$ cat src/hw/rtl/dd_avg_pkg.sv
// Shared types and constants for the dust density moving-average block.
// No dependencies; used by the interfaces, controller, datapath and top level.
package dd_avg_pkg;

  // Window geometry
  localparam int WINDOW_LEN  = 10;
  localparam int SAMPLE_BITS = 12;

  // Field widths of the transactions and registers
  localparam int SAMPLE_W  = 12;
  localparam int VOLT_W    = 16;
  localparam int DENS_W    = 32;
  localparam int SUPPLY_W  = 13;
  localparam int NODUST_W  = 16;
  localparam int RATIO_W   = 16;
  localparam int CFG_IDX_W = 2;
  localparam int CFG_DATA_W = 16;

  // Register indexes
  localparam logic [CFG_IDX_W-1:0] CFG_SUPPLY_MV  = 2'd0;
  localparam logic [CFG_IDX_W-1:0] CFG_NO_DUST_MV = 2'd1;
  localparam logic [CFG_IDX_W-1:0] CFG_RATIO_Q8   = 2'd2;

  // Register reset values
  localparam logic [SUPPLY_W-1:0] SUPPLY_RST = 13'd3300;
  localparam logic [NODUST_W-1:0] NODUST_RST = 16'd400;
  localparam logic [RATIO_W-1:0]  RATIO_RST  = 16'd51;

  // Scaling: mV = mean * supply * 11 >> 12
  localparam int DIVIDER_FACTOR = 11;
  localparam int ADC_FULL_SHIFT = 12;

  // Datapath widths
  localparam int SUM_W  = $clog2(WINDOW_LEN * ((1 << SAMPLE_BITS) - 1) + 1);
  localparam int PA_W   = SAMPLE_BITS + SUPPLY_W;
  localparam int PB_W   = PA_W + 4;
  localparam int VFULL_W = PB_W - ADC_FULL_SHIFT;

  // sum / WINDOW_LEN as (sum * RECIP_MULT) >> RECIP_SHIFT, exact for any SUM_W-bit sum
  localparam int RECIP_SHIFT = SUM_W + $clog2(WINDOW_LEN);
  localparam int RECIP_W     = SUM_W + 1;
  localparam int PROD_W      = SUM_W + RECIP_W;
  localparam logic [RECIP_W-1:0] RECIP_MULT =
    RECIP_W'(((64'd1 << RECIP_SHIFT) + 64'(WINDOW_LEN - 1)) / 64'(WINDOW_LEN));

  typedef struct packed {
    logic load;      // take a new sample into the window
    logic div_step;  // mean = sum * reciprocal of WINDOW_LEN
    logic mul_a;     // mean * supply
    logic mul_b;     // * divider factor
    logic volt;      // shift, saturate, threshold
    logic dens;      // excess * ratio
    logic out_load;  // copy results to the output register
  } dd_avg_cmd_t;

endpackage

$ cat src/hw/rtl/dd_avg_in_if.sv
// Input channel: one raw converter sample per transaction.
// Depends on dd_avg_pkg.
interface dd_avg_in_if;
  logic                             valid;
  logic                             ready;
  logic [dd_avg_pkg::SAMPLE_W-1:0]  sample;

  modport source (output valid, output sample, input ready);
  modport sink   (input valid, input sample, output ready);
endinterface

$ cat src/hw/rtl/dd_avg_out_if.sv
// Result channel: mean, voltage and density per transaction.
// Depends on dd_avg_pkg.
interface dd_avg_out_if;
  logic                            valid;
  logic                            ready;
  logic [dd_avg_pkg::SAMPLE_W-1:0] mean_sample;
  logic [dd_avg_pkg::VOLT_W-1:0]   voltage_mv;
  logic [dd_avg_pkg::DENS_W-1:0]   density_q8;

  modport source (output valid, output mean_sample, output voltage_mv,
                  output density_q8, input ready);
  modport sink   (input valid, input mean_sample, input voltage_mv,
                  input density_q8, output ready);
endinterface

$ cat src/hw/rtl/dd_avg_ctrl.sv
// Sequencer for the moving-average datapath: accept, divide, scale, output.
// Depends on dd_avg_pkg.
module dd_avg_ctrl (
  input  logic                    clk,
  input  logic                    rst,
  input  logic                    in_valid,
  output logic                    in_ready,
  output logic                    out_valid,
  input  logic                    out_ready,
  output dd_avg_pkg::dd_avg_cmd_t cmd
);

  typedef enum logic [2:0] {
    S_IDLE, S_DIV, S_MUL_A, S_MUL_B, S_VOLT, S_DENS, S_HOLD
  } state_t;

  state_t                       state;
  logic                         out_free;

  assign in_ready = (state == S_IDLE);
  assign out_free = !out_valid || out_ready;

  always_comb begin
    cmd          = '0;
    cmd.load     = (state == S_IDLE) && in_valid;
    cmd.div_step = (state == S_DIV);
    cmd.mul_a    = (state == S_MUL_A);
    cmd.mul_b    = (state == S_MUL_B);
    cmd.volt     = (state == S_VOLT);
    cmd.dens     = (state == S_DENS);
    cmd.out_load = (state == S_HOLD) && out_free;
  end

  always_ff @(posedge clk) begin
    if (rst) begin
      state     <= S_IDLE;
      out_valid <= 1'b0;
    end else begin
      if (cmd.out_load) begin
        out_valid <= 1'b1;
      end else if (out_ready) begin
        out_valid <= 1'b0;
      end
      unique case (state)
        S_IDLE: begin
          if (in_valid) state <= S_DIV;
        end
        S_DIV:   state <= S_MUL_A;
        S_MUL_A: state <= S_MUL_B;
        S_MUL_B: state <= S_VOLT;
        S_VOLT:  state <= S_DENS;
        S_DENS:  state <= S_HOLD;
        S_HOLD: begin
          if (out_free) state <= S_IDLE;
        end
        default: state <= S_IDLE;
      endcase
    end
  end

endmodule

$ cat src/hw/rtl/dd_avg_dp.sv
// Datapath: sample window, running sum, reciprocal-multiply divide by the
// window length, voltage scaling and density. Depends on dd_avg_pkg.
module dd_avg_dp (
  input  logic                                 clk,
  input  logic                                 rst,
  input  dd_avg_pkg::dd_avg_cmd_t              cmd,
  input  logic [dd_avg_pkg::SAMPLE_W-1:0]      sample,
  input  logic [dd_avg_pkg::SUPPLY_W-1:0]      supply_mv,
  input  logic [dd_avg_pkg::NODUST_W-1:0]      no_dust_mv,
  input  logic [dd_avg_pkg::RATIO_W-1:0]       density_ratio_q8,
  output logic [dd_avg_pkg::SAMPLE_W-1:0]      mean_sample,
  output logic [dd_avg_pkg::VOLT_W-1:0]        voltage_mv,
  output logic [dd_avg_pkg::DENS_W-1:0]        density_q8
);

  localparam int SB = dd_avg_pkg::SAMPLE_BITS;
  localparam int WL = dd_avg_pkg::WINDOW_LEN;
  localparam int SW = dd_avg_pkg::SUM_W;

  logic [SB-1:0]                    window [WL];
  logic [SW-1:0]                    sum;
  logic                             primed;
  logic [SB-1:0]                    quot;
  logic [dd_avg_pkg::PA_W-1:0]      prod_a;
  logic [dd_avg_pkg::PB_W-1:0]      prod_b;
  logic [dd_avg_pkg::VOLT_W-1:0]    volt;
  logic [dd_avg_pkg::VOLT_W-1:0]    excess;
  logic [dd_avg_pkg::DENS_W-1:0]    dens;

  logic [SB-1:0]                    s;
  logic [SW-1:0]                    sum_next;
  logic [dd_avg_pkg::PROD_W-1:0]    recip_prod;
  logic [SB-1:0]                    mean;
  logic [dd_avg_pkg::VFULL_W-1:0]   volt_full;
  logic [dd_avg_pkg::VOLT_W-1:0]    volt_sat;

  assign s    = SB'(sample);
  assign mean = quot;

  always_comb begin
    if (primed) begin
      sum_next = sum - SW'(window[0]) + SW'(s);
    end else begin
      sum_next = SW'(SW'(s) * SW'(WL));
    end
  end

  // divide by the constant window length through its scaled reciprocal
  assign recip_prod = dd_avg_pkg::PROD_W'(sum) * dd_avg_pkg::PROD_W'(dd_avg_pkg::RECIP_MULT);

  assign volt_full = prod_b[dd_avg_pkg::PB_W-1:dd_avg_pkg::ADC_FULL_SHIFT];
  assign volt_sat  = (volt_full > dd_avg_pkg::VFULL_W'({dd_avg_pkg::VOLT_W{1'b1}}))
                   ? {dd_avg_pkg::VOLT_W{1'b1}} : dd_avg_pkg::VOLT_W'(volt_full);

  always_ff @(posedge clk) begin
    if (rst) begin
      primed <= 1'b0;
      sum    <= '0;
    end else if (cmd.load) begin
      primed <= 1'b1;
      sum    <= sum_next;
    end
  end

  always_ff @(posedge clk) begin
    if (cmd.load) begin
      for (int i = 0; i < WL; i++) begin
        if (!primed) begin
          window[i] <= s;
        end else if (i == WL - 1) begin
          window[i] <= s;
        end else begin
          window[i] <= window[i+1];
        end
      end
    end
    if (cmd.div_step) quot <= recip_prod[dd_avg_pkg::RECIP_SHIFT +: SB];
    if (cmd.mul_a) prod_a <= dd_avg_pkg::PA_W'(mean) * dd_avg_pkg::PA_W'(supply_mv);
    if (cmd.mul_b) begin
      prod_b <= dd_avg_pkg::PB_W'(prod_a) *
                dd_avg_pkg::PB_W'(dd_avg_pkg::DIVIDER_FACTOR);
    end
    if (cmd.volt) begin
      volt   <= volt_sat;
      excess <= (volt_sat >= no_dust_mv) ? volt_sat - no_dust_mv : '0;
    end
    if (cmd.dens) begin
      dens <= dd_avg_pkg::DENS_W'(excess) * dd_avg_pkg::DENS_W'(density_ratio_q8);
    end
    if (cmd.out_load) begin
      mean_sample <= dd_avg_pkg::SAMPLE_W'(mean);
      voltage_mv  <= volt;
      density_q8  <= dens;
    end
  end

endmodule

$ cat src/hw/rtl/dust_density_moving_average_top.sv
// Top level of the dust density moving-average block: configuration registers,
// controller and datapath. Depends on dd_avg_pkg, dd_avg_in_if, dd_avg_out_if.
//
//   channel   direction  payload                                  handshake
//   samples   in         sample[11:0]                             valid/ready
//   results   out        mean_sample, voltage_mv, density_q8      valid/ready
//   cfg       in         cfg_index[1:0], cfg_data[15:0]           cfg_we
//
// After acceptance a sample passes through the controller states S_DIV (the
// reciprocal-multiply divide by the window length), S_MUL_A, S_MUL_B, S_VOLT
// and S_DENS (scaling, saturation and density), then S_HOLD (output load). The
// next sample is not accepted until the controller is back from S_HOLD to idle.
// A new sample is taken only when the controller is idle; a finished result
// waits in the output register while the next sample is processed, and the
// datapath stalls before its output load if that register is still full.
// Reset is synchronous; it clears control state, primed flag and running sum.
module dust_density_moving_average_top (
  input  logic                               clk,
  input  logic                               rst,
  dd_avg_in_if.sink                          samples,
  dd_avg_out_if.source                       results,
  input  logic                               cfg_we,
  input  logic [dd_avg_pkg::CFG_IDX_W-1:0]   cfg_index,
  input  logic [dd_avg_pkg::CFG_DATA_W-1:0]  cfg_data
);

  logic [dd_avg_pkg::SUPPLY_W-1:0] supply_mv;
  logic [dd_avg_pkg::NODUST_W-1:0] no_dust_mv;
  logic [dd_avg_pkg::RATIO_W-1:0]  density_ratio_q8;
  dd_avg_pkg::dd_avg_cmd_t         cmd;

  always_ff @(posedge clk) begin
    if (rst) begin
      supply_mv        <= dd_avg_pkg::SUPPLY_RST;
      no_dust_mv       <= dd_avg_pkg::NODUST_RST;
      density_ratio_q8 <= dd_avg_pkg::RATIO_RST;
    end else if (cfg_we) begin
      case (cfg_index)
        dd_avg_pkg::CFG_SUPPLY_MV:  supply_mv        <= cfg_data[dd_avg_pkg::SUPPLY_W-1:0];
        dd_avg_pkg::CFG_NO_DUST_MV: no_dust_mv       <= cfg_data[dd_avg_pkg::NODUST_W-1:0];
        dd_avg_pkg::CFG_RATIO_Q8:   density_ratio_q8 <= cfg_data[dd_avg_pkg::RATIO_W-1:0];
        default: ;
      endcase
    end
  end

  dd_avg_ctrl u_ctrl (
    .clk       (clk),
    .rst       (rst),
    .in_valid  (samples.valid),
    .in_ready  (samples.ready),
    .out_valid (results.valid),
    .out_ready (results.ready),
    .cmd       (cmd)
  );

  dd_avg_dp u_dp (
    .clk              (clk),
    .rst              (rst),
    .cmd              (cmd),
    .sample           (samples.sample),
    .supply_mv        (supply_mv),
    .no_dust_mv       (no_dust_mv),
    .density_ratio_q8 (density_ratio_q8),
    .mean_sample      (results.mean_sample),
    .voltage_mv       (results.voltage_mv),
    .density_q8       (results.density_q8)
  );

endmodule
$ cat src/flat_wrapper.sv
// flat-port wrapper written by rule: the top's interface ports become plain ports
module dust_density_moving_average_top_flat 
  (clk, rst, cfg_we, cfg_index, cfg_data, samples_valid, samples_sample, samples_ready, results_valid, results_mean_sample, results_voltage_mv, results_density_q8, results_ready);
  dd_avg_in_if samples_i ();
  dd_avg_out_if results_i ();
  input  logic clk;
  input  logic rst;
  input  logic cfg_we;
  input  logic [dd_avg_pkg::CFG_IDX_W-1:0] cfg_index;
  input  logic [dd_avg_pkg::CFG_DATA_W-1:0] cfg_data;
  input wire logic [$bits(samples_i.valid)-1:0] samples_valid;
  input wire logic [$bits(samples_i.sample)-1:0] samples_sample;
  output wire logic [$bits(samples_i.ready)-1:0] samples_ready;
  output wire logic [$bits(results_i.valid)-1:0] results_valid;
  output wire logic [$bits(results_i.mean_sample)-1:0] results_mean_sample;
  output wire logic [$bits(results_i.voltage_mv)-1:0] results_voltage_mv;
  output wire logic [$bits(results_i.density_q8)-1:0] results_density_q8;
  input wire logic [$bits(results_i.ready)-1:0] results_ready;
  assign samples_i.valid = samples_valid;
  assign samples_i.sample = samples_sample;
  assign samples_ready = samples_i.ready;
  assign results_valid = results_i.valid;
  assign results_mean_sample = results_i.mean_sample;
  assign results_voltage_mv = results_i.voltage_mv;
  assign results_density_q8 = results_i.density_q8;
  assign results_i.ready = results_ready;
  dust_density_moving_average_top u_core (.clk(clk), .rst(rst), .samples(samples_i), .results(results_i), .cfg_we(cfg_we), .cfg_index(cfg_index), .cfg_data(cfg_data));
endmodule
$ cat config.mk
export PLATFORM = sky130hd
export DESIGN_NAME = dust_density_moving_average_top_flat
export DESIGN_NICKNAME = d
export VERILOG_FILES = /design/src/hw/rtl/dd_avg_pkg.sv /design/src/hw/rtl/dd_avg_in_if.sv /design/src/hw/rtl/dd_avg_out_if.sv /design/src/hw/rtl/dd_avg_ctrl.sv /design/src/hw/rtl/dd_avg_dp.sv /design/src/hw/rtl/dust_density_moving_average_top.sv /design/src/flat_wrapper.sv
export SDC_FILE = /design/constraint.sdc
export NUM_CORES = 2
export LEC_CHECK = 0
export ABC_AREA = 1
export BUFFER_PORTS_ARGS = -buffer_cell sky130_fd_sc_hd__buf_2
export CAP_MARGIN = 5
export CORE_MARGIN = 4
export CORE_UTILIZATION = 25
export CTS_CLUSTER_SIZE = 12
export DETAILED_ROUTE_END_ITERATION = 10
export SYNTH_ARGS = -nofsm -noshare
export SYNTH_HDL_FRONTEND = slang
export SYNTH_SLANG_ARGS = --single-unit
$ cat constraint.sdc
create_clock -name clk -period 5.4 [get_ports clk]
set_clock_uncertainty 0.15 [all_clocks]
set_input_delay 0.27 -clock clk [delete_from_list [all_inputs] [get_ports clk]]
set_output_delay 0.27 -clock clk [all_outputs]
set_load 0.03 [all_outputs]
==> metrics.cfg <==
[placed_design]
port_buffers=96
place_congestion=0.940
dpl_cell_area_sq_um=41200
hpwl_um=78300

[sta]
setup_violations=12
fin_ws_ns=-0.0847
slew_headroom=0.343
hold_viol_final=0
fmax_mhz=182
rsz0062_at_grt=true
whs_ns=0.0603
slew_viol_final=0
tightest_slew_ns=0.985
setup_tns_ns=-0.444
layout_min_cycle_time_ns=5.48
period_share=1.02

[critical_path]
crit_type=reg2reg
end_kind=register
startpoint_type=register
cp_max_fo=6
cp_data_arrival_time_ns=5.67
crit_required_ns=5.58

[floorplan]
core_sq_um=148000
dieWidth_um=394
boundaryPins=97
die_h_um=394
initial_utilization=0.252
rows=141
dieArea_sq_um=155000

[global_routing]
grt_pass1_wl_um=156000
grt_max_degree=86
grtUsageTotal=0.124
antenna_found_initial=1
grt_pass1_vias=29000
grt-ovfl-total=0

[clock_network]
h-tree-depth=2
numCtsBuffers=41
insertion_delay_ns=0.59
ctsRootBufferMaster=clkbuf_16
clock-sinks=364
clock_path_buffers=3
path_clk_slew_ns=0.06
cts_tree=done

[detailed_routing]
drc=0
drtPass1Iterations=6
final_antenna_net_count=0
wl_per_cell_um=14.6
drt_wl_total_um=95900
viasPerCell=4.31
vias=28400
drt_iter0_markers=1614

[synthesis]
synth-compound-area-share=0.0536
synth_cells=4363
synth_top_family_by_area=adder cells
synth_nets=5214
synth_warnings=0
synthXorXnorAreaFrac=0.0163
synth-seq-cells=364
synth_seq_area_share=0.276
syn_area_sq_um=37200
synth.distinct_cells=43
yosys.area_share.simple=0.174
yosys.area_share.adder=0.360
synth.area.mux_share=0
synth.avg_cell_area_sq_um=8.52

[final_layout]
drive_above_1_share=0.136
area_delta_synth_final_pct=18.5
layout_commonest_cell=inv_1
final_cell_area_sq_um=44000
final_cell_mix=inv_1 (1003), nand2_1 (986), fa_1 (407)
fin_nets=5480

[hold_path]
min_path_type=in2reg

[status]
status=complete, but fails checks
violations=negative setup slack

[job]
drv_cap=0

-- timing repair --
item                                    in CTS  in global routing
buffers inserted                            16                 11
endpoints found under the setup margin      25                 40
gates cloned                                 1                  0
hold buffers                                31                  0
gates resized for setup                     95                183
hold endpoints to repair                    72                  0
pin swaps                                   37                 78
-- metrics by stage --
step | setup slack (ns) | cells | utilization
after floorplan | -0.0162 | 4363 | -
final | -0.0847 | 6592 | 0.298
after detailed placement | -0.246 | 6461 | 0.279
after global routing | -0.220 | 6591 | 0.298
after global placement | -0.250 | 6461 | 0.279
after CTS | -0.0297 | 6582 | 0.294
-- Yosys cell counts --
cell / count / area share
a211oi_1: 2 / 0.00040
a21boi_0: 10 / 0.0020
a21boi_1: 1 / 0.00020
a21o_1: 16 / 0.0032
a21oi_1: 200 / 0.027
a21oi_2: 1 / 0.00024
a31oi_1: 3 / 0.00051
and2_1: 5 / 0.00084
buf_1: 2 / 0.00020
buf_2: 15 / 0.0020
buf_4: 1 / 0.00020
buf_6: 4 / 0.0012
buf_8: 1 / 0.00040
clkbuf_1: 111 / 0.011
dfxtp_1: 66 / 0.036
edfxtp_1: 298 / 0.24
fa_1: 420 / 0.23
ha_1: 396 / 0.13
inv_1: 1039 / 0.10
inv_2: 2 / 0.00020
nand2_1: 1024 / 0.10
nand2_2: 10 / 0.0017
nand2_4: 1 / 0.00030
nand3_1: 232 / 0.031
nand3_2: 1 / 0.00027
nand3b_1: 7 / 0.0014
nand4_1: 27 / 0.0045
nor2_1: 205 / 0.021
nor2_4: 1 / 0.00030
nor3_1: 34 / 0.0046
nor3_2: 1 / 0.00027
nor3_4: 1 / 0.00044
nor4_1: 3 / 0.00051
o211ai_1: 6 / 0.0012
o21ai_0: 105 / 0.014
o21ai_1: 1 / 0.00013
o21ai_2: 2 / 0.00047
o21bai_1: 18 / 0.0036
o311ai_0: 1 / 0.00024
o31a_1: 1 / 0.00024
or2_2: 20 / 0.0034
xnor2_1: 20 / 0.0047
xor2_1: 49 / 0.012
-- worst max-delay path, cell delays in order (launching register included) --
cell and delay, ns:
edfxtp_1 0.50, buf_6 0.20, nand2_2 0.07, inv_2 0.04, fa_1 0.54, inv_2 0.04, fa_1 0.52, fa_1 0.44
fa_1 0.51, inv_1 0.05, fa_1 0.47, inv_1 0.05, fa_1 0.51, inv_2 0.05, ha_4 0.26, a21o_4 0.22
a21oi_2 0.19, nand2_2 0.14, nand2_2 0.11, nand2_4 0.05, xor2_2 0.14
-- layout make-up --
type / instances / area (sq um)
antenna: 1 / 2.50
clock buffer: 64 / 1200
clock inverter: 11 / 149
fill: 15500 / 104000
inverter: 1041 / 3920
multi-input combinational: 2824 / 23400
sequential: 364 / 10300
tap: 1930 / 2410
timing repair buffer: 357 / 2690
-- flip-flops by register name, indices dropped and copies added, names as in the netlist, 13 cells and up --
signal and flops:
u_core.u_dp.prod_a 25, u_core.no_dust_mv 16, u_core.u_dp.density_q8 32, u_core.u_dp.voltage_mv 16, u_core.supply_mv 13, u_core.density_ratio_q8 16, u_core.u_dp.sum 16, u_core.u_dp.prod_b 17
u_core.u_dp.volt 16, u_core.u_dp.dens 32, u_core.u_dp.window 120, u_core.u_dp.excess 16
-- kinds of logic after synthesis --
logic type / count (synthesis)
compound gates: 367
buf+inv: 1175
simple gates: 1572
flops: 364
fa+ha+maj: 816
xor+xnor: 69
-- layer usage --
metal / part of all wire / vias to the layer above / wire length (um) / global-route usage
met3: 0.044 / 120 / 4170 / 0.0156
met2: 0.47 / 569 / 45500 / 0.210
met4: 0.020 / 0 / 1890 / 0.0239
met5: 0 / - / 0 / 0
li1: - / 14000 / - / -
met1: 0.46 / 13800 / 44300 / 0.169
-- worst paths after layout --
check,from,to,slack (ns),depth (start not counted)
setup reg to reg,u_core.u_dp.excess[5]$_SDFFCE_PN0P_,u_core.u_dp.dens[22]$_DFFE_PN_,-0.08,20
hold reg to reg,u_core.u_dp.dens[7]$_DFFE_PN_,u_core.u_dp.density_q8[7]$_DFFE_PP_,0.27,0
hold / removal,cfg_we,u_core.no_dust_mv[4]$_SDFFE_PP1P_,0.06,4
setup / recovery,u_core.u_dp.excess[5]$_SDFFCE_PN0P_,u_core.u_dp.dens[22]$_DFFE_PN_,-0.08,20
Power is left out: the tool's default activity adds up to more than one toggle a clock period on the data nets, which glitch-free logic cannot reach.
